`src/ygd_pkg.sv`:
```
`timescale 1ns / 1ps
// ----------------------------------------------------------------------------
// ygd_pkg
// Shared types, register codes and the sigmoid table of the grid decoder.
// ----------------------------------------------------------------------------
package ygd_pkg;

    localparam int CFG_DATA_W = 27;
    localparam int CFG_IDX_W  = 3;
    localparam int OUT_DATA_W = 104;
    localparam int Q_DEPTH    = 4;

    typedef enum logic [CFG_IDX_W-1:0] {
        CFG_ZERO_POINT,
        CFG_SCALE_Q,
        CFG_GRID_WIDTH,
        CFG_GRID_HEIGHT,
        CFG_CELL_STRIDE,
        CFG_ANCHOR_WIDTHS,
        CFG_ANCHOR_HEIGHTS,
        CFG_RAW_THRESHOLD
    } t_cfg_idx;

    localparam logic [7:0]  RST_ZERO_POINT     = 8'h00;
    localparam logic [15:0] RST_SCALE_Q        = 16'd4096;
    localparam logic [7:0]  RST_GRID_WIDTH     = 8'd80;
    localparam logic [7:0]  RST_GRID_HEIGHT    = 8'd80;
    localparam logic [6:0]  RST_CELL_STRIDE    = 7'd8;
    localparam logic [26:0] RST_ANCHOR_WIDTHS  = 27'd8658954;
    localparam logic [26:0] RST_ANCHOR_HEIGHTS = 27'd6044685;
    localparam logic [7:0]  RST_RAW_THRESHOLD  = 8'h80;

    // objectness * class probability must reach 0.25 in Q0.16
    localparam logic [15:0] SCORE_MIN = 16'd16384;

    typedef struct packed {
        logic signed [7:0] zero_point;
        logic [15:0]       scale_q;
        logic [7:0]        grid_width;
        logic [7:0]        grid_height;
        logic [6:0]        cell_stride;
        logic [26:0]       anchor_widths;
        logic [26:0]       anchor_heights;
        logic signed [7:0] raw_threshold;
    } t_cfg;

    typedef struct packed {
        logic [15:0] sx;
        logic [15:0] sy;
        logic [15:0] sw;
        logic [15:0] sh;
        logic [6:0]  col;
        logic [6:0]  row;
        logic [1:0]  anchor;
        logic [15:0] score;
        logic [6:0]  cls;
    } t_box_job;

    typedef struct packed {
        logic     push;
        t_box_job job;
    } t_q_push;

    typedef struct packed {
        logic not_empty;
        logic has_room;
    } t_q_status;

    // round(65536*sigmoid(k/4)); anything at or past 32 saturates to the last entry
    function automatic logic [15:0] sig_rom(input logic [5:0] idx);
        logic [15:0] v;
        case (idx)
            6'd0:    v = 16'd32768;
            6'd1:    v = 16'd36843;
            6'd2:    v = 16'd40793;
            6'd3:    v = 16'd44511;
            6'd4:    v = 16'd47911;
            6'd5:    v = 16'd50941;
            6'd6:    v = 16'd53581;
            6'd7:    v = 16'd55834;
            6'd8:    v = 16'd57724;
            6'd9:    v = 16'd59287;
            6'd10:   v = 16'd60565;
            6'd11:   v = 16'd61598;
            6'd12:   v = 16'd62428;
            6'd13:   v = 16'd63090;
            6'd14:   v = 16'd63615;
            6'd15:   v = 16'd64030;
            6'd16:   v = 16'd64357;
            6'd17:   v = 16'd64614;
            6'd18:   v = 16'd64816;
            6'd19:   v = 16'd64974;
            6'd20:   v = 16'd65097;
            6'd21:   v = 16'd65194;
            6'd22:   v = 16'd65269;
            6'd23:   v = 16'd65328;
            6'd24:   v = 16'd65374;
            6'd25:   v = 16'd65410;
            6'd26:   v = 16'd65438;
            6'd27:   v = 16'd65459;
            6'd28:   v = 16'd65476;
            6'd29:   v = 16'd65489;
            6'd30:   v = 16'd65500;
            6'd31:   v = 16'd65508;
            default: v = 16'd65514;
        endcase
        return v;
    endfunction

endpackage

```
`src/ygd_queue.sv`:
```
`timescale 1ns / 1ps
// ----------------------------------------------------------------------------
// ygd_queue
// Short FIFO of box jobs between the intake and the geometry unit.
// ----------------------------------------------------------------------------
module ygd_queue (
    input  logic                i_clk,
    input  logic                i_rst_n,
    input  ygd_pkg::t_q_push    i_push,
    input  logic                i_pop,
    output ygd_pkg::t_q_status  o_status,
    output ygd_pkg::t_box_job   o_job
);
    import ygd_pkg::*;

    localparam int PTR_W = $clog2(Q_DEPTH);
    localparam int CNT_W = $clog2(Q_DEPTH + 1);

    t_box_job         r_mem [Q_DEPTH];
    logic [PTR_W-1:0] r_wr_ptr;
    logic [PTR_W-1:0] r_rd_ptr;
    logic [CNT_W-1:0] r_count;

    logic             w_do_pop;

    assign w_do_pop           = i_pop && (r_count != '0);
    assign o_status.not_empty = (r_count != '0);
    // room for one more vector end besides anything already accepted
    assign o_status.has_room  = (r_count <= CNT_W'(Q_DEPTH - 2));
    assign o_job              = r_mem[r_rd_ptr];

    always_ff @(posedge i_clk) begin
        if (!i_rst_n) begin
            r_wr_ptr <= '0;
            r_rd_ptr <= '0;
            r_count  <= '0;
        end else begin
            if (i_push.push) begin
                r_wr_ptr <= (r_wr_ptr == PTR_W'(Q_DEPTH - 1)) ? '0 : r_wr_ptr + PTR_W'(1);
            end
            if (w_do_pop) begin
                r_rd_ptr <= (r_rd_ptr == PTR_W'(Q_DEPTH - 1)) ? '0 : r_rd_ptr + PTR_W'(1);
            end
            if (i_push.push && !w_do_pop) begin
                r_count <= r_count + CNT_W'(1);
            end else if (!i_push.push && w_do_pop) begin
                r_count <= r_count - CNT_W'(1);
            end
        end
    end

    always_ff @(posedge i_clk) begin
        if (i_push.push) begin
            r_mem[r_wr_ptr] <= i_push.job;
        end
    end

    a_no_overflow: assert property (@(posedge i_clk) disable iff (!i_rst_n)
        i_push.push |-> (r_count != CNT_W'(Q_DEPTH)) || i_pop)
        else $error("box queue overflow");

endmodule

```
`config.mk`:
```
export PLATFORM = sky130hd
export DESIGN_NAME = ygd_queue
export DESIGN_NICKNAME = d
export VERILOG_FILES = /design/src/ygd_pkg.sv /design/src/ygd_queue.sv
export SDC_FILE = /design/constraint.sdc
export NUM_CORES = 1
export LEC_CHECK = 0
export ABC_AREA = 1
export BUFFER_PORTS_ARGS = -buffer_cell sky130_fd_sc_hd__buf_2
export CELL_PAD_IN_SITES_DETAIL_PLACEMENT = 0
export CELL_PAD_IN_SITES_GLOBAL_PLACEMENT = 1
export CORE_MARGIN = 3
export CORE_UTILIZATION = 43
export DETAILED_ROUTE_END_ITERATION = 10
export PLACE_DENSITY_LB_ADDON = 0.05
export SLEW_MARGIN = 20
export SYNTH_ARGS = -nofsm -noshare
export SYNTH_HDL_FRONTEND = slang
export SYNTH_SLANG_ARGS = --single-unit
```
`constraint.sdc`:
```
create_clock -name i_clk -period 2.98 [get_ports i_clk]
set_clock_uncertainty 0.15 [all_clocks]
set_input_delay 0.298 -clock i_clk [delete_from_list [all_inputs] [get_ports i_clk]]
set_output_delay 0.298 -clock i_clk [all_outputs]
set_load 0.05 [all_outputs]
```
==> impl_results.md <==
* Final worst path period share at 0.910
* CTS tree: done
* Core area at 35700 um2
* Pwr Total at 17500 uW
* I/O pin cnt at 212
* Post-DP HPWL at 20400 um
* Starting Density at 0.439
* Area Growth Syn to Fin at 26.2%
* Worst endpoint required time at 2530 ps
* Crit path DAT at 2260 ps
* Crit-path cells: buf_12, o21ai_0, o22ai_1, buf_2
* Gr ovfl total at 0
* Die ar. at 38800 um2
* Wire length per cell at 19.2 um
* Pre-CTS WS at 790 ps
* Sequential-to-total area share from yosys stat at 0.800
* Largest net degree at the start of global routing at 145
* Final WL at 36100 um
* Clk sink count at 421
* Synth area leader: edfxtp_1
* Hold slack final at 364 ps
* GRT Overall Usage at 0.182
* Slowest stage delay, CP at 430 ps
* Synth warn at 0
* Placed inst area at 17300 um2
* Synthesized net count at 1172
* Most frequent cells in the layout: edfxtp_1, nor2_1, buf_2
* Design Area, Final at 19800 um2
* Fin. Hold Viols at 0
* Reg2Reg Setup Slack at 830 ps
* Fin crit period at 2710 ps
* Initial antenna violation count at 1
* Total negative slack at 0 ps
* Endpoint class of the critical path: primary output
* Buf/Inv on CP at 2
* Synth top area share at 0.789
* Crit Path Category: flip-flop to primary output
* Worst path slowest cell: buf_12
* LEAKAGE at 0.00700 uW
* RSZ-0062 raised after global routing: no
* Top cells by area, synth: edfxtp_1, o21ai_0, nor2_1, o22ai_1, dfxtp_1
* Starting DRT DRC Count at 635
* Register Area at 12600 um2
* Clock transition at path regs at 60 ps
* DRT Pass-1 Iters at 5
* Worst-Skew Late Latency at 530 ps
* Peak supply drop at 0.000762 V
* Worst-margin pin slew at 670 ps
* Routed Antenna Nets at 0
* Fin nets at 1497
* Die Width at 197 um
* Final Max Tran Viols at 0
* Fmax at 0.369 GHz
* Vias/cell at 5.14
* Status: finished, final reports clean
* Family with the most delay on the worst path: buffers and inverters
* Crit path launch type: flip-flop
* Final setup margin at 267 ps
* Cts repair resizes at 0
* Multi-input combinational cell area at 2690 um2
* H-tree levels at 2
* Num CTS Buffers at 45
* Gate Count Post-Synth at 1058
* Vias in the first global route at 9644
* Routability cong. at 0.711
* Slew headroom at 0.553
* Maxcap violations at 0
* Final setup fails at 0
* Cell variety after synth at 20
* Cell at the root of the clock tree: clkbuf_16
* Most common cell after layout, fill and taps aside: edfxtp_1
* Yosys reg bits at 421
* Crit Path Max Fanout at 144
* Cell area after synthesis at 15700 um2
* Synth Area per Inst at 14.8 um2
* Layout cells sized above 1 at 0.219
* Power per cell area at 886 nW/um2
* DRC viols at 0
* Worst Hold Class: input pin to flip-flop
* Row count at 69
* PortBufs at 211
* Filler Cells Inserted at 2988
* Via count at 9669
* CTS Buffer Depth at 3
* First-pass GRT wire length at 54800 um
* DIE HEIGHT at 197 um
==> per-layer routing <==
metal,GRT usage,part of all wire,up-vias
met5,0,0.00036,-
met4,0.0436,0.019,2
met3,0.0397,0.056,54
met2,0.309,0.48,204
met1,0.242,0.45,4756
li1,-,-,4653
==> synth_stat cells <==
| library cell | instances |
|---|---|
| clkbuf_1 | 40 |
| o22ai_1 | 103 |
| nand2_1 | 13 |
| buf_6 | 14 |
| nand4_1 | 1 |
| dfxtp_1 | 9 |
| fa_1 | 1 |
| inv_1 | 14 |
| nor2_1 | 214 |
| buf_2 | 8 |
| nand3b_1 | 1 |
| o21ai_0 | 204 |
| o21ai_1 | 6 |
| edfxtp_1 | 412 |
| a21oi_1 | 4 |
| buf_4 | 5 |
| o211a_1 | 1 |
| inv_6 | 1 |
| ha_1 | 6 |
| nand3_1 | 1 |
==> state kept, by name, summed over array words and instances (netlist names), named ones only <==
signal / count
r_mem: 412
r_wr_ptr: 2
r_rd_ptr: 2
r_count: 3
==> timing repair <==
item                                   in CTS  in global routing
endpoints found under the hold margin     421                  0
hold buffers                              106                  0
setup buffers                               0                  0
==> where the power goes <==
group | total [uW] | internal (uW) | switching, uW
Clock | 5240 | 3080 | 2160
Combinational | 5360 | 1230 | 4140
Sequential | 6940 | 6800 | 134
Total | 17500 | 11100 | 6430
==> logic make-up after synthesis <==
family          share of synthesized area
flops                               0.800
fa+ha+maj                         0.00606
buf+inv                            0.0285
simple gates                       0.0555
compound gates                      0.110
==> path summary, 6_finish.rpt <==
| check | from | endpoint | cells past startpoint |
|---|---|---|---|
| hold reg to reg | r_count[0]$_SDFFE_PN0P_ | r_count[0]$_SDFFE_PN0P_ | 1 |
| setup reg to reg | r_wr_ptr[0]$_SDFFE_PN0P_ | r_mem[2][56]$_DFFE_PP_ | 5 |
| setup / recovery | flip-flop | o_job[13] | 4 |
| hold / removal | i_push[18] | r_mem[2][18]$_DFFE_PP_ | 2 |
==> final cells by class <==
cell class | instances | area share
Tap cell | 461 | 0.0291
Multi-Input combinational cell | 555 | 0.136
Timing Repair Buffer | 345 | 0.126
Sequential cell | 421 | 0.634
Clock buffer | 59 | 0.0622
Antenna cell | 1 | 0.000126
Inverter | 15 | 0.00385
Clock inverter | 23 | 0.00840
==> through the flow <==
stage          utilization  instances
2_1_floorplan            -       1058
3_3_place_gp         0.485       1691
3_5_place_dp         0.485       1691
4_1_cts              0.554       1879
5_1_grt              0.554       1879
6_report             0.554       1880
Power figures use the tool's default switching activity.
