## config.mk

```make
export PLATFORM = sky130hd
export DESIGN_NAME = ygd_back
export DESIGN_NICKNAME = d
export VERILOG_FILES = /design/src/ygd_pkg.sv /design/src/ygd_back.sv
export SDC_FILE = /design/constraint.sdc
export NUM_CORES = 2
export LEC_CHECK = 0
export BUFFER_PORTS_ARGS = -buffer_cell sky130_fd_sc_hd__buf_2
export CAP_MARGIN = 20
export CORE_ASPECT_RATIO = 1.2
export CORE_MARGIN = 3
export CORE_UTILIZATION = 30
export DETAILED_ROUTE_END_ITERATION = 7
export PLACE_DENSITY = 0.54
export SLEW_MARGIN = 25
export SYNTH_ARGS = -nofsm -noshare
export SYNTH_HDL_FRONTEND = slang
export SYNTH_SLANG_ARGS = --single-unit
```

## constraint.sdc

```tcl
create_clock -name i_clk -period 8.9 [get_ports i_clk]
set_input_delay 1.78 -clock i_clk [delete_from_list [all_inputs] [get_ports i_clk]]
set_output_delay 1.78 -clock i_clk [all_outputs]
set_load 0.01 [all_outputs]
```

## src/ygd_pkg.sv

```systemverilog
`timescale 1ns / 1ps
// ----------------------------------------------------------------------------
// ygd_pkg
// Shared types, register codes and the sigmoid table of the grid decoder.
// ----------------------------------------------------------------------------
package ygd_pkg;

    localparam int CFG_DATA_W = 27;
    localparam int CFG_IDX_W  = 3;
    localparam int OUT_DATA_W = 104;
    localparam int Q_DEPTH    = 4;

    typedef enum logic [CFG_IDX_W-1:0] {
        CFG_ZERO_POINT,
        CFG_SCALE_Q,
        CFG_GRID_WIDTH,
        CFG_GRID_HEIGHT,
        CFG_CELL_STRIDE,
        CFG_ANCHOR_WIDTHS,
        CFG_ANCHOR_HEIGHTS,
        CFG_RAW_THRESHOLD
    } t_cfg_idx;

    localparam logic [7:0]  RST_ZERO_POINT     = 8'h00;
    localparam logic [15:0] RST_SCALE_Q        = 16'd4096;
    localparam logic [7:0]  RST_GRID_WIDTH     = 8'd80;
    localparam logic [7:0]  RST_GRID_HEIGHT    = 8'd80;
    localparam logic [6:0]  RST_CELL_STRIDE    = 7'd8;
    localparam logic [26:0] RST_ANCHOR_WIDTHS  = 27'd8658954;
    localparam logic [26:0] RST_ANCHOR_HEIGHTS = 27'd6044685;
    localparam logic [7:0]  RST_RAW_THRESHOLD  = 8'h80;

    // objectness * class probability must reach 0.25 in Q0.16
    localparam logic [15:0] SCORE_MIN = 16'd16384;

    typedef struct packed {
        logic signed [7:0] zero_point;
        logic [15:0]       scale_q;
        logic [7:0]        grid_width;
        logic [7:0]        grid_height;
        logic [6:0]        cell_stride;
        logic [26:0]       anchor_widths;
        logic [26:0]       anchor_heights;
        logic signed [7:0] raw_threshold;
    } t_cfg;

    typedef struct packed {
        logic [15:0] sx;
        logic [15:0] sy;
        logic [15:0] sw;
        logic [15:0] sh;
        logic [6:0]  col;
        logic [6:0]  row;
        logic [1:0]  anchor;
        logic [15:0] score;
        logic [6:0]  cls;
    } t_box_job;

    typedef struct packed {
        logic     push;
        t_box_job job;
    } t_q_push;

    typedef struct packed {
        logic not_empty;
        logic has_room;
    } t_q_status;

    // round(65536*sigmoid(k/4)); anything at or past 32 saturates to the last entry
    function automatic logic [15:0] sig_rom(input logic [5:0] idx);
        logic [15:0] v;
        case (idx)
            6'd0:    v = 16'd32768;
            6'd1:    v = 16'd36843;
            6'd2:    v = 16'd40793;
            6'd3:    v = 16'd44511;
            6'd4:    v = 16'd47911;
            6'd5:    v = 16'd50941;
            6'd6:    v = 16'd53581;
            6'd7:    v = 16'd55834;
            6'd8:    v = 16'd57724;
            6'd9:    v = 16'd59287;
            6'd10:   v = 16'd60565;
            6'd11:   v = 16'd61598;
            6'd12:   v = 16'd62428;
            6'd13:   v = 16'd63090;
            6'd14:   v = 16'd63615;
            6'd15:   v = 16'd64030;
            6'd16:   v = 16'd64357;
            6'd17:   v = 16'd64614;
            6'd18:   v = 16'd64816;
            6'd19:   v = 16'd64974;
            6'd20:   v = 16'd65097;
            6'd21:   v = 16'd65194;
            6'd22:   v = 16'd65269;
            6'd23:   v = 16'd65328;
            6'd24:   v = 16'd65374;
            6'd25:   v = 16'd65410;
            6'd26:   v = 16'd65438;
            6'd27:   v = 16'd65459;
            6'd28:   v = 16'd65476;
            6'd29:   v = 16'd65489;
            6'd30:   v = 16'd65500;
            6'd31:   v = 16'd65508;
            default: v = 16'd65514;
        endcase
        return v;
    endfunction

endpackage

```

## src/ygd_back.sv

```systemverilog
`timescale 1ns / 1ps
// ----------------------------------------------------------------------------
// ygd_back
// Box geometry: center, half extents, edges in Q12.4 with saturation, and
// the output register toward the result stream.
// ----------------------------------------------------------------------------
module ygd_back (
    input  logic                              i_clk,
    input  logic                              i_rst_n,
    input  ygd_pkg::t_cfg                     i_cfg,
    input  ygd_pkg::t_q_status                i_q_status,
    input  ygd_pkg::t_box_job                 i_q_job,
    output logic                              o_q_pop,
    output logic                              o_out_valid,
    input  logic                              i_out_ready,
    output logic [ygd_pkg::OUT_DATA_W-1:0]    o_out_data
);
    import ygd_pkg::*;

    typedef enum logic [2:0] {
        ST_IDLE,
        ST_MUL,
        ST_SCALE,
        ST_SUM,
        ST_SAT
    } t_state;

    t_state                  r_state;
    t_box_job                r_job;
    logic [8:0]              r_aw;
    logic [8:0]              r_ah;
    logic [6:0]              r_st;
    logic signed [31:0]      r_cx_p;
    logic signed [31:0]      r_cy_p;
    logic [31:0]             r_sqw;
    logic [31:0]             r_sqh;
    logic [41:0]             r_hw;
    logic [41:0]             r_hh;
    logic signed [47:0]      r_left;
    logic signed [47:0]      r_top;
    logic signed [47:0]      r_right;
    logic signed [47:0]      r_bottom;
    logic                    r_out_valid;
    logic [OUT_DATA_W-1:0]   r_out_data;

    logic [8:0]              w_aw;
    logic [8:0]              w_ah;
    logic signed [24:0]      w_tx;
    logic signed [24:0]      w_ty;
    logic signed [31:0]      w_cx_p;
    logic signed [31:0]      w_cy_p;
    logic [40:0]             w_hw_p;
    logic [40:0]             w_hh_p;
    logic signed [47:0]      w_cx;
    logic signed [47:0]      w_cy;
    logic signed [47:0]      w_hw;
    logic signed [47:0]      w_hh;
    logic                    w_load;

    // floor from 2^-32 pixel to Q12.4, saturated
    function automatic logic [15:0] sat_q12_4(input logic signed [47:0] v);
        logic signed [19:0] q;
        logic [15:0]        r;
        q = v[47:28];
        if (q > 20'sd32767) begin
            r = 16'h7FFF;
        end else if (q < -20'sd32768) begin
            r = 16'h8000;
        end else begin
            r = q[15:0];
        end
        return r;
    endfunction

    assign o_q_pop = (r_state == ST_IDLE) && i_q_status.not_empty;

    always_comb begin
        case (i_q_job.anchor)
            2'd0: begin
                w_aw = i_cfg.anchor_widths[8:0];
                w_ah = i_cfg.anchor_heights[8:0];
            end
            2'd1: begin
                w_aw = i_cfg.anchor_widths[17:9];
                w_ah = i_cfg.anchor_heights[17:9];
            end
            2'd2: begin
                w_aw = i_cfg.anchor_widths[26:18];
                w_ah = i_cfg.anchor_heights[26:18];
            end
            default: begin
                w_aw = '0;
                w_ah = '0;
            end
        endcase
    end

    // 2*s - 0.5 + cell, in Q16
    assign w_tx   = $signed({2'b00, r_job.col, 16'h0000}) + $signed({8'h00, r_job.sx, 1'b0})
                  - 25'sd32768;
    assign w_ty   = $signed({2'b00, r_job.row, 16'h0000}) + $signed({8'h00, r_job.sy, 1'b0})
                  - 25'sd32768;
    assign w_cx_p = w_tx * $signed({1'b0, r_st});
    assign w_cy_p = w_ty * $signed({1'b0, r_st});
    assign w_hw_p = r_sqw * r_aw;
    assign w_hh_p = r_sqh * r_ah;

    assign w_cx = {r_cx_p, 16'h0000};
    assign w_cy = {r_cy_p, 16'h0000};
    assign w_hw = $signed({6'b000000, r_hw});
    assign w_hh = $signed({6'b000000, r_hh});

    assign w_load = (r_state == ST_SAT) && (!r_out_valid || i_out_ready);

    always_ff @(posedge i_clk) begin
        if (!i_rst_n) begin
            r_state     <= ST_IDLE;
            r_out_valid <= 1'b0;
        end else begin
            if (w_load) begin
                r_out_valid <= 1'b1;
            end else if (i_out_ready) begin
                r_out_valid <= 1'b0;
            end
            case (r_state)
                ST_IDLE: begin
                    if (o_q_pop) begin
                        r_job   <= i_q_job;
                        r_aw    <= w_aw;
                        r_ah    <= w_ah;
                        r_st    <= i_cfg.cell_stride;
                        r_state <= ST_MUL;
                    end
                end
                ST_MUL: begin
                    r_cx_p  <= w_cx_p;
                    r_cy_p  <= w_cy_p;
                    r_sqw   <= r_job.sw * r_job.sw;
                    r_sqh   <= r_job.sh * r_job.sh;
                    r_state <= ST_SCALE;
                end
                ST_SCALE: begin
                    r_hw    <= {w_hw_p, 1'b0};
                    r_hh    <= {w_hh_p, 1'b0};
                    r_state <= ST_SUM;
                end
                ST_SUM: begin
                    r_left   <= w_cx - w_hw;
                    r_top    <= w_cy - w_hh;
                    r_right  <= w_cx + w_hw;
                    r_bottom <= w_cy + w_hh;
                    r_state  <= ST_SAT;
                end
                ST_SAT: begin
                    if (w_load) begin
                        r_out_data <= {1'b0, r_job.anchor, r_job.col, r_job.row, r_job.cls,
                                       r_job.score, sat_q12_4(r_bottom), sat_q12_4(r_right),
                                       sat_q12_4(r_top), sat_q12_4(r_left)};
                        r_state    <= ST_IDLE;
                    end
                end
                default: begin
                    r_state <= ST_IDLE;
                end
            endcase
        end
    end

    assign o_out_valid = r_out_valid;
    assign o_out_data  = r_out_data;

    a_sat_loads: assert property (@(posedge i_clk) disable iff (!i_rst_n)
        (r_state == ST_SAT && !r_out_valid) |=> r_out_valid && r_state == ST_IDLE)
        else $error("finished box not loaded into empty output register");

endmodule
```

==> results.json <==
{
  "crit_slowest_cell": "a2111oi_0",
  "cts.path.max_buffers": 3,
  "post-dp-hpwl_mm": 119,
  "routed_wl_mm": 150,
  "yosys.area.top_type": "fa_1",
  "cp_num_buf_inv": 7,
  "cp_max_fo": 15,
  "cts_tree": "yes",
  "antenna_found_initial": 10,
  "fp-row-count": 185,
  "h-tree-depth": 3,
  "ctsResizeCount": 0,
  "period_minus_slack_ns": 7.28,
  "start_util_pct": 30.2,
  "postSynthAreaPerCell_um2": 10.1,
  "nFillCells": 21558,
  "synth_area_leaders": "fa_1, edfxtp_1, ha_1, inv_1, and2_1",
  "first_pass_iters": 6,
  "worstPathRequired_ns": 9.32,
  "track_usage_pct": 14.0,
  "cts_inserted_buffers": 69,
  "hp-class": "reg2reg",
  "finalSetupViolCount": 0,
  "post_cts_buffers": 0,
  "nNetsFinal": 8275,
  "multiInputGateArea_um2": 42400,
  "path_cells": "nand2_1 -> inv_1 -> fa_1 -> inv_1 -> fa_1 -> inv_1 -> fa_1 -> inv_1 -> fa_1 -> inv_1 -> fa_1 -> inv_1 -> fa_1 -> inv_1 -> ha_1 -> and2_1 -> a22o_1 -> a211oi_1 -> o31ai_1 -> a2111oi_0 -> o21ai_0 -> a21o_1 -> a21oi_1 -> xnor2_1",
  "hold_viol": 0,
  "ios": 323,
  "vias": 42346,
  "cp_top_family": "adder cells",
  "drv_slew": 0,
  "synthArstFlopShare_pct": 0,
  "area_growth_pct": 10.9,
  "ant_nets": 0,
  "post-route-period-util_pct": 81.8,
  "ys_ff_latch": 521,
  "cts_root_buf": "clkbuf_16",
  "path_class": "reg2reg",
  "gp_congestion": 0.849,
  "maxCapViolations": 0,
  "startpoint_type": "flop",
  "clkSlewWorstSetupHoldPaths_ns": 0.05,
  "fp.dieH_um": 512,
  "core_area_um2": 212000,
  "drt_iter0_drc": 1749,
  "routed_via_density": 4.52,
  "max_freq_ghz": 0.137,
  "synth.top_cell.area_share_pct": 30.7,
  "worstPathArrival_ns": 7.71,
  "port_buffers": 272,
  "grt_pass1_vias": 46063,
  "tightestPinTransition_ns": 1.04,
  "finalSetupTns_ns": 0,
  "drt-wirelength-per-cell_um": 16.0,
  "drc_errors": 0,
  "synth_edf_count": 517,
  "drive_gt1_share_pct": 7.20,
  "synthDistinctLibCells": 77,
  "grt_max_degree": 126,
  "grt_pass1_wl_mm": 246,
  "slew_headroom_pct": 30.3,
  "postCtsHoldBufs": 0,
  "fin_util_pct": 33.5,
  "dieArea_um2": 219000,
  "grt_setup_unrepaired": "no",
  "syn-num-nets": 8096,
  "yosysSeqAreaShare_pct": 24.4,
  "critPathCaptureType": "flop",
  "regArea_um2": 15600,
  "syn_area_um2": 63900,
  "ys_warn_count": 0,
  "overflow": 0,
  "die_w_um": 427,
  "cpPeakStageDelay_ns": 0.71,
  "outcome": "complete, no violations",
  "clock_skew_ns": 0.0688,
  "cpMostUsedCell": "inv_1",
  "clock-sinks": 521,
  "synth_cells": 6332,
  "ys.flop_type": "edfxtp_1",
  "clk_latency_ns": 0.69
}
==> final timing paths <==
path	startpoint	end	slack [ns]	cells after the start
hold / removal	r_job[0]	o_out_data[80]	0.42	0
hold reg to reg	r_job[0]	o_out_data[80]	0.42	0
setup / recovery	r_job[58]	r_sqw[28]	1.62	24
setup reg to reg	r_job[58]	r_sqw[28]	1.62	24
==> cell usage in the layout (no fill, tap or decap), drive strengths merged, types with 7 or more instances in the layout <==
cell and instances:
o211ai 13, a31oi 14, buf 319, a211oi 28, or4 8, o31ai 11
a21o 92, nand3 37, xnor2 197, nand2 645, or2 14, xor2 72
nand4 23, ha 567, o31a 7, a21oi 185, fa 980, nor2b 82
and2 553, mux2i 19, a211o 9, a221oi 7, nor3 47, o21bai 40
and3 19, nand2b 52, o21a 95, clkbuf 80, inv 1375, or3 10
bufinv 11, a31o 9, a311oi 7, clkinv 24, o21ai 116, edfxtp 517
nor2 192, nor4 15
==> cell usage after synthesis (10+ instances only) <==
library cell	count
ha_1	567
nand2_1	645
and3_1	19
inv_1	1368
fa_1	980
clkbuf_1	208
and2_1	553
nand3_1	37
a211oi_1	28
or2_2	14
nand2b_1	52
nor2b_1	82
nand4_1	23
o21a_1	95
a21oi_1	184
nor3_1	47
a31oi_1	14
or3_1	10
mux2i_1	19
o21bai_1	39
nor2_1	192
o211ai_1	12
nor4_1	15
o21ai_0	112
xnor2_1	197
xor2_1	72
edfxtp_1	517
a21o_1	92
==> area by class of cell <==
cell class              instances  share of cell area [%]
multi-input cells            4232                    59.9
flip-flops and latches        521                    22.0
inverters                    1368                    7.25
well taps                    2805                    4.95
clock buffers                  80                    2.52
repair buffers                319                    2.44
clock inverters                47                   0.929
diodes                          6                  0.0212
==> cells by family after synthesis <==
group           Yosys count  share of synthesized area (%)
simple gates           1715                           13.4
buf+inv                1579                           9.28
fa+ha+maj              1547                           41.8
compound gates          679                           7.06
flops                   521                           24.4
xor+xnor                269                           3.69
mux                      21                          0.333
other cells               1                        0.00587
==> layer usage <==
metal | global-route usage (%) | share of wire [%]
met1 | 17.3 | 42
met2 | 25.2 | 52
met3 | 1.49 | 2.9
met4 | 4.47 | 3.1
met5 | 0 | 0
==> state kept, by name, summed over array words and instances, names as in the netlist <==
name	cells
r_st	7
r_sqh	31
r_cx_p	31
r_aw	9
r_left	20
r_bottom	20
r_top	20
r_job	103
r_hw	41
o_out_valid	1
r_right	20
r_hh	41
r_state	3
r_cy_p	31
o_out_data	103
r_ah	9
r_sqw	31
==> metrics by stage <==
| stage | setup slack, ns | hold WS, ns | cell area, µm² | instances |
|---|---|---|---|---|
| after CTS | 1.54 | 0.420 | 70900 | 9372 |
| after global placement | 1.57 | 0.400 | 68400 | 9245 |
| after global routing | 1.15 | 0.424 | 70900 | 9375 |
| after detailed placement | 1.56 | 0.406 | 68400 | 9245 |
| final | 1.62 | 0.419 | 70900 | 9378 |
| after floorplan | 0.796 | 0.400 | 63900 | 6332 |
==> worst register-to-register path: stages, from the launching register on <==
cell       delay, ns
edfxtp_1        0.67
nand2_1         0.24
inv_1           0.08
fa_1            0.54
inv_1           0.05
fa_1            0.52
inv_1           0.05
fa_1            0.50
inv_1           0.06
fa_1            0.54
inv_1           0.05
fa_1            0.47
inv_1           0.05
fa_1            0.47
inv_1           0.04
ha_1            0.32
and2_1          0.18
a22o_1          0.21
a211oi_1        0.31
o31ai_1         0.20
a2111oi_0       0.71
o21ai_0         0.29
a21o_1          0.23
a21oi_1         0.18
xnor2_1         0.08
Power is not shown: default switching activity piles up to over one toggle a cycle in this logic, so the estimate is an artifact.
