--- config.mk ---
export PLATFORM = sky130hd
export DESIGN_NAME = ygd_front
export DESIGN_NICKNAME = d
export VERILOG_FILES = /design/src/ygd_pkg.sv /design/src/ygd_front.sv
export SDC_FILE = /design/constraint.sdc
export NUM_CORES = 2
export LEC_CHECK = 0
export ABC_CLOCK_PERIOD_IN_PS = 11800
export BUFFER_PORTS_ARGS = -buffer_cell sky130_fd_sc_hd__buf_2
export CAP_MARGIN = 15
export CELL_PAD_IN_SITES_DETAIL_PLACEMENT = 0
export CELL_PAD_IN_SITES_GLOBAL_PLACEMENT = 2
export CORE_ASPECT_RATIO = 1.4
export CORE_UTILIZATION = 35
export CTS_CLUSTER_DIAMETER = 150
export DETAILED_ROUTE_END_ITERATION = 10
export GPL_ROUTABILITY_DRIVEN = 0
export PLACE_DENSITY = 0.76
export SLEW_MARGIN = 20
export SYNTH_ARGS = -nofsm -noshare
export SYNTH_HDL_FRONTEND = slang
export SYNTH_SLANG_ARGS = --single-unit
--- constraint.sdc ---
create_clock -name i_clk -period 11.8 [get_ports i_clk]
set_clock_uncertainty 0.15 [all_clocks]
set_input_delay 1.77 -clock i_clk [delete_from_list [all_inputs] [get_ports i_clk]]
set_output_delay 1.77 -clock i_clk [all_outputs]
set_load 0.02 [all_outputs]
--- src/ygd_pkg.sv ---
`timescale 1ns / 1ps
// ----------------------------------------------------------------------------
// ygd_pkg
// Shared types, register codes and the sigmoid table of the grid decoder.
// ----------------------------------------------------------------------------
package ygd_pkg;

    localparam int CFG_DATA_W = 27;
    localparam int CFG_IDX_W  = 3;
    localparam int OUT_DATA_W = 104;
    localparam int Q_DEPTH    = 4;

    typedef enum logic [CFG_IDX_W-1:0] {
        CFG_ZERO_POINT,
        CFG_SCALE_Q,
        CFG_GRID_WIDTH,
        CFG_GRID_HEIGHT,
        CFG_CELL_STRIDE,
        CFG_ANCHOR_WIDTHS,
        CFG_ANCHOR_HEIGHTS,
        CFG_RAW_THRESHOLD
    } t_cfg_idx;

    localparam logic [7:0]  RST_ZERO_POINT     = 8'h00;
    localparam logic [15:0] RST_SCALE_Q        = 16'd4096;
    localparam logic [7:0]  RST_GRID_WIDTH     = 8'd80;
    localparam logic [7:0]  RST_GRID_HEIGHT    = 8'd80;
    localparam logic [6:0]  RST_CELL_STRIDE    = 7'd8;
    localparam logic [26:0] RST_ANCHOR_WIDTHS  = 27'd8658954;
    localparam logic [26:0] RST_ANCHOR_HEIGHTS = 27'd6044685;
    localparam logic [7:0]  RST_RAW_THRESHOLD  = 8'h80;

    // objectness * class probability must reach 0.25 in Q0.16
    localparam logic [15:0] SCORE_MIN = 16'd16384;

    typedef struct packed {
        logic signed [7:0] zero_point;
        logic [15:0]       scale_q;
        logic [7:0]        grid_width;
        logic [7:0]        grid_height;
        logic [6:0]        cell_stride;
        logic [26:0]       anchor_widths;
        logic [26:0]       anchor_heights;
        logic signed [7:0] raw_threshold;
    } t_cfg;

    typedef struct packed {
        logic [15:0] sx;
        logic [15:0] sy;
        logic [15:0] sw;
        logic [15:0] sh;
        logic [6:0]  col;
        logic [6:0]  row;
        logic [1:0]  anchor;
        logic [15:0] score;
        logic [6:0]  cls;
    } t_box_job;

    typedef struct packed {
        logic     push;
        t_box_job job;
    } t_q_push;

    typedef struct packed {
        logic not_empty;
        logic has_room;
    } t_q_status;

    // round(65536*sigmoid(k/4)); anything at or past 32 saturates to the last entry
    function automatic logic [15:0] sig_rom(input logic [5:0] idx);
        logic [15:0] v;
        case (idx)
            6'd0:    v = 16'd32768;
            6'd1:    v = 16'd36843;
            6'd2:    v = 16'd40793;
            6'd3:    v = 16'd44511;
            6'd4:    v = 16'd47911;
            6'd5:    v = 16'd50941;
            6'd6:    v = 16'd53581;
            6'd7:    v = 16'd55834;
            6'd8:    v = 16'd57724;
            6'd9:    v = 16'd59287;
            6'd10:   v = 16'd60565;
            6'd11:   v = 16'd61598;
            6'd12:   v = 16'd62428;
            6'd13:   v = 16'd63090;
            6'd14:   v = 16'd63615;
            6'd15:   v = 16'd64030;
            6'd16:   v = 16'd64357;
            6'd17:   v = 16'd64614;
            6'd18:   v = 16'd64816;
            6'd19:   v = 16'd64974;
            6'd20:   v = 16'd65097;
            6'd21:   v = 16'd65194;
            6'd22:   v = 16'd65269;
            6'd23:   v = 16'd65328;
            6'd24:   v = 16'd65374;
            6'd25:   v = 16'd65410;
            6'd26:   v = 16'd65438;
            6'd27:   v = 16'd65459;
            6'd28:   v = 16'd65476;
            6'd29:   v = 16'd65489;
            6'd30:   v = 16'd65500;
            6'd31:   v = 16'd65508;
            default: v = 16'd65514;
        endcase
        return v;
    endfunction

endpackage

--- src/ygd_front.sv ---
`timescale 1ns / 1ps
// ----------------------------------------------------------------------------
// ygd_front
// Element intake: position tracking, dequantization, sigmoid, class maximum
// and score test. Pushes one box job per qualifying anchor vector.
// ----------------------------------------------------------------------------
module ygd_front #(
    parameter int CLASS_COUNT      = 1,
    parameter int ANCHORS_PER_CELL = 3,
    parameter int GRID_MAX         = 128
) (
    input  logic               i_clk,
    input  logic               i_rst_n,
    input  ygd_pkg::t_cfg      i_cfg,
    input  logic               i_in_valid,
    output logic               o_in_ready,
    input  logic signed [7:0]  i_elem_value,
    input  logic               i_tensor_start,
    input  ygd_pkg::t_q_status i_q_status,
    output ygd_pkg::t_q_push   o_q_push
);
    import ygd_pkg::*;

    localparam int VEC_LEN = 5 + CLASS_COUNT;
    localparam int CH_W    = $clog2(VEC_LEN);
    localparam int POS_W   = $clog2(GRID_MAX);
    localparam int DIM_W   = POS_W + 1;

    typedef enum logic [1:0] {
        KIND_BOX,
        KIND_OBJ,
        KIND_CLS_FIRST,
        KIND_CLS
    } t_kind;

    // position counters
    logic [CH_W-1:0]  r_chan;
    logic [1:0]       r_anchor;
    logic [POS_W-1:0] r_col;
    logic [POS_W-1:0] r_row;

    // stage A: dequantized value
    logic                    r_a_valid;
    logic signed [17:0]      r_a_d;
    t_kind                   r_a_kind;
    logic [1:0]              r_a_box_idx;
    logic [6:0]              r_a_cls;
    logic                    r_a_last;
    logic                    r_a_below;
    logic [1:0]              r_a_anchor;
    logic [POS_W-1:0]        r_a_col;
    logic [POS_W-1:0]        r_a_row;

    // stage B: sigmoid value
    logic                    r_b_valid;
    logic [15:0]             r_b_sig;
    t_kind                   r_b_kind;
    logic [1:0]              r_b_box_idx;
    logic [6:0]              r_b_cls;
    logic                    r_b_last;
    logic                    r_b_below;
    logic [1:0]              r_b_anchor;
    logic [POS_W-1:0]        r_b_col;
    logic [POS_W-1:0]        r_b_row;

    // per-vector accumulation
    logic [15:0]             r_box [4];
    logic [15:0]             r_obj;
    logic [15:0]             r_best;
    logic [6:0]              r_best_cls;
    logic                    r_skip;

    // stage C: finished vector, score test
    logic                    r_c_valid;
    logic [15:0]             r_c_box [4];
    logic [15:0]             r_c_obj;
    logic [15:0]             r_c_best;
    logic [6:0]              r_c_cls;
    logic                    r_c_skip;
    logic [1:0]              r_c_anchor;
    logic [POS_W-1:0]        r_c_col;
    logic [POS_W-1:0]        r_c_row;

    logic                    w_accept;
    logic [CH_W-1:0]         w_chan;
    logic [1:0]              w_anchor;
    logic [POS_W-1:0]        w_col;
    logic [POS_W-1:0]        w_row;
    logic                    w_last;
    t_kind                   w_kind;
    logic [DIM_W-1:0]        w_eff_w;
    logic [DIM_W-1:0]        w_eff_h;
    logic [1:0]              w_anchor_inc;
    logic [DIM_W-1:0]        w_col_inc;
    logic [DIM_W-1:0]        w_row_inc;
    logic [CH_W-1:0]         n_chan;
    logic [1:0]              n_anchor;
    logic [POS_W-1:0]        n_col;
    logic [POS_W-1:0]        n_row;
    logic signed [8:0]       w_diff;
    logic signed [25:0]      w_prod;
    logic signed [17:0]      w_d;

    logic [17:0]             w_abs;
    logic [7:0]              w_idx;
    logic [9:0]              w_frac;
    logic [15:0]             w_lo;
    logic [15:0]             w_hi;
    logic [25:0]             w_interp;
    logic [15:0]             w_p;
    logic [16:0]             w_neg;
    logic [15:0]             w_sig;

    logic [15:0]             n_best;
    logic [6:0]              n_best_cls;
    logic [31:0]             w_score_full;
    logic [15:0]             w_score;

    function automatic logic [DIM_W-1:0] eff_dim(input logic [7:0] r);
        logic [DIM_W-1:0] v;
        if (r == 8'd0) begin
            v = DIM_W'(1);
        end else if (r > 8'(GRID_MAX)) begin
            v = DIM_W'(GRID_MAX);
        end else begin
            v = DIM_W'(r);
        end
        return v;
    endfunction

    // at most one vector end is in flight, so two free entries always suffice
    assign o_in_ready = i_q_status.has_room;
    assign w_accept   = i_in_valid && o_in_ready;

    assign w_chan   = i_tensor_start ? '0 : r_chan;
    assign w_anchor = i_tensor_start ? '0 : r_anchor;
    assign w_col    = i_tensor_start ? '0 : r_col;
    assign w_row    = i_tensor_start ? '0 : r_row;
    assign w_last   = (w_chan == CH_W'(VEC_LEN - 1));

    always_comb begin
        if (w_chan < CH_W'(4)) begin
            w_kind = KIND_BOX;
        end else if (w_chan == CH_W'(4)) begin
            w_kind = KIND_OBJ;
        end else if (w_chan == CH_W'(5)) begin
            w_kind = KIND_CLS_FIRST;
        end else begin
            w_kind = KIND_CLS;
        end
    end

    assign w_eff_w      = eff_dim(i_cfg.grid_width);
    assign w_eff_h      = eff_dim(i_cfg.grid_height);
    assign w_anchor_inc = w_anchor + 2'd1;
    assign w_col_inc    = DIM_W'(w_col) + DIM_W'(1);
    assign w_row_inc    = DIM_W'(w_row) + DIM_W'(1);

    always_comb begin
        n_chan   = w_chan + CH_W'(1);
        n_anchor = w_anchor;
        n_col    = w_col;
        n_row    = w_row;
        if (w_last) begin
            n_chan = '0;
            if (w_anchor_inc >= 2'(ANCHORS_PER_CELL)) begin
                n_anchor = '0;
                if (w_col_inc >= w_eff_w) begin
                    n_col = '0;
                    if (w_row_inc >= w_eff_h) begin
                        n_row = '0;
                    end else begin
                        n_row = w_row_inc[POS_W-1:0];
                    end
                end else begin
                    n_col = w_col_inc[POS_W-1:0];
                end
            end else begin
                n_anchor = w_anchor_inc;
            end
        end
    end

    // (v - zp) * scale, Q5.12, saturated to 18 bits
    assign w_diff = 9'(i_elem_value) - 9'(i_cfg.zero_point);
    assign w_prod = w_diff * $signed({1'b0, i_cfg.scale_q});

    always_comb begin
        if (w_prod > 26'sd131071) begin
            w_d = 18'sd131071;
        end else if (w_prod < -26'sd131072) begin
            w_d = -18'sd131072;
        end else begin
            w_d = w_prod[17:0];
        end
    end

    // sigmoid: table plus truncated linear interpolation, mirrored for negatives
    assign w_abs    = r_a_d[17] ? 18'(-r_a_d) : 18'(r_a_d);
    assign w_idx    = w_abs[17:10];
    assign w_frac   = w_abs[9:0];
    assign w_lo     = sig_rom({1'b0, w_idx[4:0]});
    assign w_hi     = sig_rom({1'b0, w_idx[4:0]} + 6'd1);
    assign w_interp = (w_hi - w_lo) * w_frac;
    assign w_p      = (w_idx >= 8'd32) ? sig_rom(6'd32) : w_lo + w_interp[25:10];
    assign w_neg    = 17'h10000 - {1'b0, w_p};
    assign w_sig    = r_a_d[17] ? w_neg[15:0] : w_p;

    // class maximum, lower index wins ties
    always_comb begin
        n_best     = r_best;
        n_best_cls = r_best_cls;
        case (r_b_kind)
            KIND_CLS_FIRST: begin
                n_best     = r_b_sig;
                n_best_cls = '0;
            end
            KIND_CLS: begin
                if (r_b_sig > r_best) begin
                    n_best     = r_b_sig;
                    n_best_cls = r_b_cls;
                end
            end
            default: begin
                n_best     = r_best;
                n_best_cls = r_best_cls;
            end
        endcase
    end

    assign w_score_full = r_c_obj * r_c_best;
    assign w_score      = w_score_full[31:16];

    assign o_q_push.push       = r_c_valid && !r_c_skip && (w_score >= SCORE_MIN);
    assign o_q_push.job.sx     = r_c_box[0];
    assign o_q_push.job.sy     = r_c_box[1];
    assign o_q_push.job.sw     = r_c_box[2];
    assign o_q_push.job.sh     = r_c_box[3];
    assign o_q_push.job.col    = 7'(r_c_col);
    assign o_q_push.job.row    = 7'(r_c_row);
    assign o_q_push.job.anchor = r_c_anchor;
    assign o_q_push.job.score  = w_score;
    assign o_q_push.job.cls    = r_c_cls;

    // control state
    always_ff @(posedge i_clk) begin
        if (!i_rst_n) begin
            r_chan    <= '0;
            r_anchor  <= '0;
            r_col     <= '0;
            r_row     <= '0;
            r_a_valid <= 1'b0;
            r_b_valid <= 1'b0;
            r_c_valid <= 1'b0;
            r_skip    <= 1'b0;
        end else begin
            if (w_accept) begin
                r_chan   <= n_chan;
                r_anchor <= n_anchor;
                r_col    <= n_col;
                r_row    <= n_row;
            end
            r_a_valid <= w_accept;
            r_b_valid <= r_a_valid;
            r_c_valid <= r_b_valid && r_b_last;
            if (r_b_valid && r_b_kind == KIND_OBJ) begin
                r_skip <= r_b_below;
            end
        end
    end

    // datapath
    always_ff @(posedge i_clk) begin
        if (w_accept) begin
            r_a_d       <= w_d;
            r_a_kind    <= w_kind;
            r_a_box_idx <= w_chan[1:0];
            r_a_cls     <= 7'(w_chan) - 7'd5;
            r_a_last    <= w_last;
            r_a_below   <= (i_elem_value < i_cfg.raw_threshold);
            r_a_anchor  <= w_anchor;
            r_a_col     <= w_col;
            r_a_row     <= w_row;
        end
        r_b_sig     <= w_sig;
        r_b_kind    <= r_a_kind;
        r_b_box_idx <= r_a_box_idx;
        r_b_cls     <= r_a_cls;
        r_b_last    <= r_a_valid && r_a_last;
        r_b_below   <= r_a_below;
        r_b_anchor  <= r_a_anchor;
        r_b_col     <= r_a_col;
        r_b_row     <= r_a_row;

        if (r_b_valid) begin
            case (r_b_kind)
                KIND_BOX: r_box[r_b_box_idx] <= r_b_sig;
                KIND_OBJ: r_obj <= r_b_sig;
                default:  r_obj <= r_obj;
            endcase
            r_best     <= n_best;
            r_best_cls <= n_best_cls;
        end

        if (r_b_valid && r_b_last) begin
            r_c_box[0] <= r_box[0];
            r_c_box[1] <= r_box[1];
            r_c_box[2] <= r_box[2];
            r_c_box[3] <= r_box[3];
            r_c_obj    <= r_obj;
            r_c_best   <= n_best;
            r_c_cls    <= n_best_cls;
            r_c_skip   <= r_skip;
            r_c_anchor <= r_b_anchor;
            r_c_col    <= r_b_col;
            r_c_row    <= r_b_row;
        end
    end

    // a vector spans at least six elements: one vector end in the pipe at a time
    a_one_end_in_flight: assert property (@(posedge i_clk) disable iff (!i_rst_n)
        (r_a_valid && r_a_last) |-> !r_b_last && !r_c_valid)
        else $error("two vector ends in flight");

    a_push_has_room: assert property (@(posedge i_clk) disable iff (!i_rst_n)
        (w_accept && w_last) |-> !r_b_last && !r_c_valid)
        else $error("vector end accepted while another is pending");

endmodule

==> impl_metrics.env <==
export IMPL_status="completed"
export IMPL_initialDrtViolationCount=1131
export IMPL_slew_violations=0
export IMPL_area_growth_pct=17.6
export IMPL_grt_pass1_vias=26400
export IMPL_cts_hold_buf=0
export IMPL_clockBufferDepth=3
export IMPL_die_h_um=371
export IMPL_clkTransAtPathRegs_ns=0.06
export IMPL_netlist_area_sq_um=34100
export IMPL_die_area_sq_um=98700
export IMPL_cts_tree="done"
export IMPL_crit_type="reg2reg"
export IMPL_start_util_pct=35.3
export IMPL_ctsHtreeMaxLevel=2
export IMPL_clock_sink_count=332
export IMPL_grt_pass1_wl_um=144000
export IMPL_ys_async_sr_fraction_pct=0
export IMPL_cpMostUsedCell="fa_1"
export IMPL_worstPathRequired_ns=12.12
export IMPL_synth_warnings=0
export IMPL_synth_area_per_cell_sq_um=9.92
export IMPL_synth_seq_area_share_pct=27.3
export IMPL_cp_arrival_ns=11.59
export IMPL_viasPerCell=4.82
export IMPL_grt_use_total_pct=18.8
export IMPL_cts_buffers=37
export IMPL_rows=135
export IMPL_timing_final_crit_share_pct=95.5
export IMPL_gr_total_overflow=0
export IMPL_vias=24700
export IMPL_synth_nets=4321
export IMPL_min_period_ns=11.27
export IMPL_fp_dieW_um=266
export IMPL_fmax_mhz=88.7
export IMPL_synth_flop_cell="edfxtp_1"
export IMPL_hold_viol=0
export IMPL_relSlewSlack_pct=34.2
export IMPL_crit_fanout=11
export IMPL_dpl_hpwl_um=72500
export IMPL_wl_per_cell_um=17.8
export IMPL_core_sq_um=96600
export IMPL_port_buffers=165
export IMPL_drive_gt1_share_pct=15.9
export IMPL_drt_pass1_iter_count=7
export IMPL_ys_ff_latch=332
export IMPL_setup_viol=0
export IMPL_ant_nets=0
export IMPL_antenna_found_initial=3
export IMPL_route_detailed_drc=0
export IMPL_cpPeakStageDelay_ns=0.56
export IMPL_fin_nets=4691
export IMPL_clock_latency_ns=0.55
export IMPL_synth_edf_count=267
export IMPL_cts_root_buf="clkbuf_16"
export IMPL_grt_max_degree=73
export IMPL_worstSetupStartpointType="flip-flop"
export IMPL_post_route_util_pct=41.5
export IMPL_cp_slowest_cell="or4_4"
export IMPL_min_path_type="reg2reg"
export IMPL_tightestPinTransition_ns=0.983
export IMPL_pin_count=228
export IMPL_yosysUniqueCellTypes=84
export IMPL_end_kind="flip-flop"
export IMPL_drv_cap=0
export IMPL_syn_inst=3437
export IMPL_wl_um=91600
-- worst max-delay path, delay by kind of cell (launching register included) --
family / cells / cell delay (ns)
DFF: 1 / 0.39
xor gates and xnor gates: 5 / 0.98
adders and majority gates: 10 / 3.67
and+or+nand+nor: 8 / 2.13
AOI/OAI and AO/OA: 16 / 2.75
buffers and inverters: 10 / 1.09
-- timing repair --
item	CTS	global route
endpoints found under the setup margin	5	10
resized for setup	8	89
buffers inserted	1	20
gates cloned	0	2
pin swaps	3	51
-- per-stage QoR --
stage | area [sq um] | setup TNS, ns | std cells | setup slack, ns | hold WS (ns)
after floorplan | 34200 | 0 | 3437 | 0.0166 | 0.173
after global placement | 38200 | -0.280 | 5046 | -0.101 | 0.173
final | 40100 | 0 | 5138 | 0.531 | 0.177
after global routing | 40100 | -0.188 | 5137 | -0.0602 | 0.184
after CTS | 39500 | 0 | 5115 | 0.00880 | 0.172
after detailed placement | 38200 | -0.658 | 5046 | -0.196 | 0.177
-- layout make-up --
| cell class | instances | area [sq um] |
|---|---|---|
| inverters | 596 | 2240 |
| clock buffers | 45 | 987 |
| multi-input cells | 2392 | 22600 |
| flip-flops and latches | 332 | 9320 |
| clock inverters | 23 | 275 |
| diodes | 1 | 2.50 |
| well taps | 1301 | 1630 |
| repair buffers | 448 | 3050 |
| fillers | 9707 | 56500 |
-- synth_stat cells (20+ instances only) --
| library cell | number | area, sq um |
|---|---|---|
| a21oi_1 | 95 | 475 |
| xnor2_1 | 77 | 674 |
| and2_1 | 150 | 938 |
| dfxtp_1 | 65 | 1300 |
| xor2_1 | 51 | 447 |
| nand3_1 | 36 | 180 |
| nand4_1 | 26 | 163 |
| a21o_1 | 30 | 225 |
| edfxtp_1 | 267 | 8020 |
| nor3_1 | 37 | 185 |
| o21a_1 | 29 | 218 |
| nor2_1 | 186 | 698 |
| inv_1 | 595 | 2230 |
| fa_1 | 439 | 8790 |
| ha_1 | 322 | 4030 |
| nor2b_1 | 51 | 319 |
| clkbuf_1 | 97 | 364 |
| o21ai_0 | 94 | 470 |
| nand2b_1 | 58 | 363 |
| o211ai_1 | 28 | 210 |
| a211oi_1 | 21 | 158 |
| nand2_1 | 438 | 1640 |
| and3_1 | 20 | 125 |
-- metal layers --
metal	vias to the layer above	GRT usage, %	part of all wire (%)
met5	-	0	0.046
met1	12400	22.2	41
met3	114	1.69	2.7
li1	11900	-	-
met4	6	4.49	2.2
met2	382	36.1	54
-- logic make-up after synthesis --
| group | count (synthesis) | synth area share, % |
|---|---|---|
| AO/OA/AOI/OAI | 432 | 8.47 |
| XOR/XNOR | 134 | 3.63 |
| adder cells (fa/ha/maj) | 761 | 37.6 |
| buffers and inverters | 713 | 7.92 |
| flip-flops | 332 | 27.3 |
| multiplexers | 9 | 0.312 |
| AND/OR/NAND/NOR | 1056 | 14.8 |
-- registers in the layout, indices dropped and copies added (netlist names), 16 cells and up --
signal / count
r_best: 16
r_c_box: 64
r_c_best: 16
r_c_obj: 16
r_a_d: 18
r_b_sig: 16
r_box: 64
r_obj: 16
-- worst paths after layout --
kind         cells after the start     endpoint        start  slack (ns)
max                             49  r_b_sig[14]     r_a_d[3]        0.53
min                              0  r_b_kind[0]  r_a_kind[0]        0.18
max reg2reg                     49  r_b_sig[14]     r_a_d[3]        0.53
min reg2reg                      0  r_b_kind[0]  r_a_kind[0]        0.18
-- cell usage in the layout (no fill, tap or decap), drive strengths merged, types with 6 or more instances in the layout --
cell type | Yosys | final
a2111oi | 8 | 8
a211o | 6 | 6
a211oi | 21 | 21
a21boi | 11 | 11
a21o | 30 | 30
a21oi | 95 | 95
a22o | 6 | 6
a2bb2oi | 17 | 17
a31oi | 11 | 11
and2 | 151 | 151
and3 | 20 | 20
buf | 20 | 446
clkbuf | 97 | 47
clkinv | 1 | 13
dfxtp | 65 | 65
edfxtp | 267 | 267
fa | 439 | 439
ha | 322 | 322
inv | 595 | 601
nand2 | 438 | 438
nand2b | 58 | 58
nand3 | 36 | 36
nand4 | 26 | 26
nor2 | 188 | 188
nor2b | 51 | 51
nor3 | 38 | 38
nor3b | 6 | 6
nor4 | 10 | 10
o211ai | 28 | 28
o21a | 29 | 29
o21ai | 96 | 96
o21bai | 11 | 11
o31ai | 13 | 13
or3 | 8 | 8
or4 | 6 | 6
xnor2 | 80 | 80
xor2 | 53 | 53
Power is left out: the tool's default activity adds up to more than one toggle a clock period on the data nets, which glitch-free logic cannot reach.
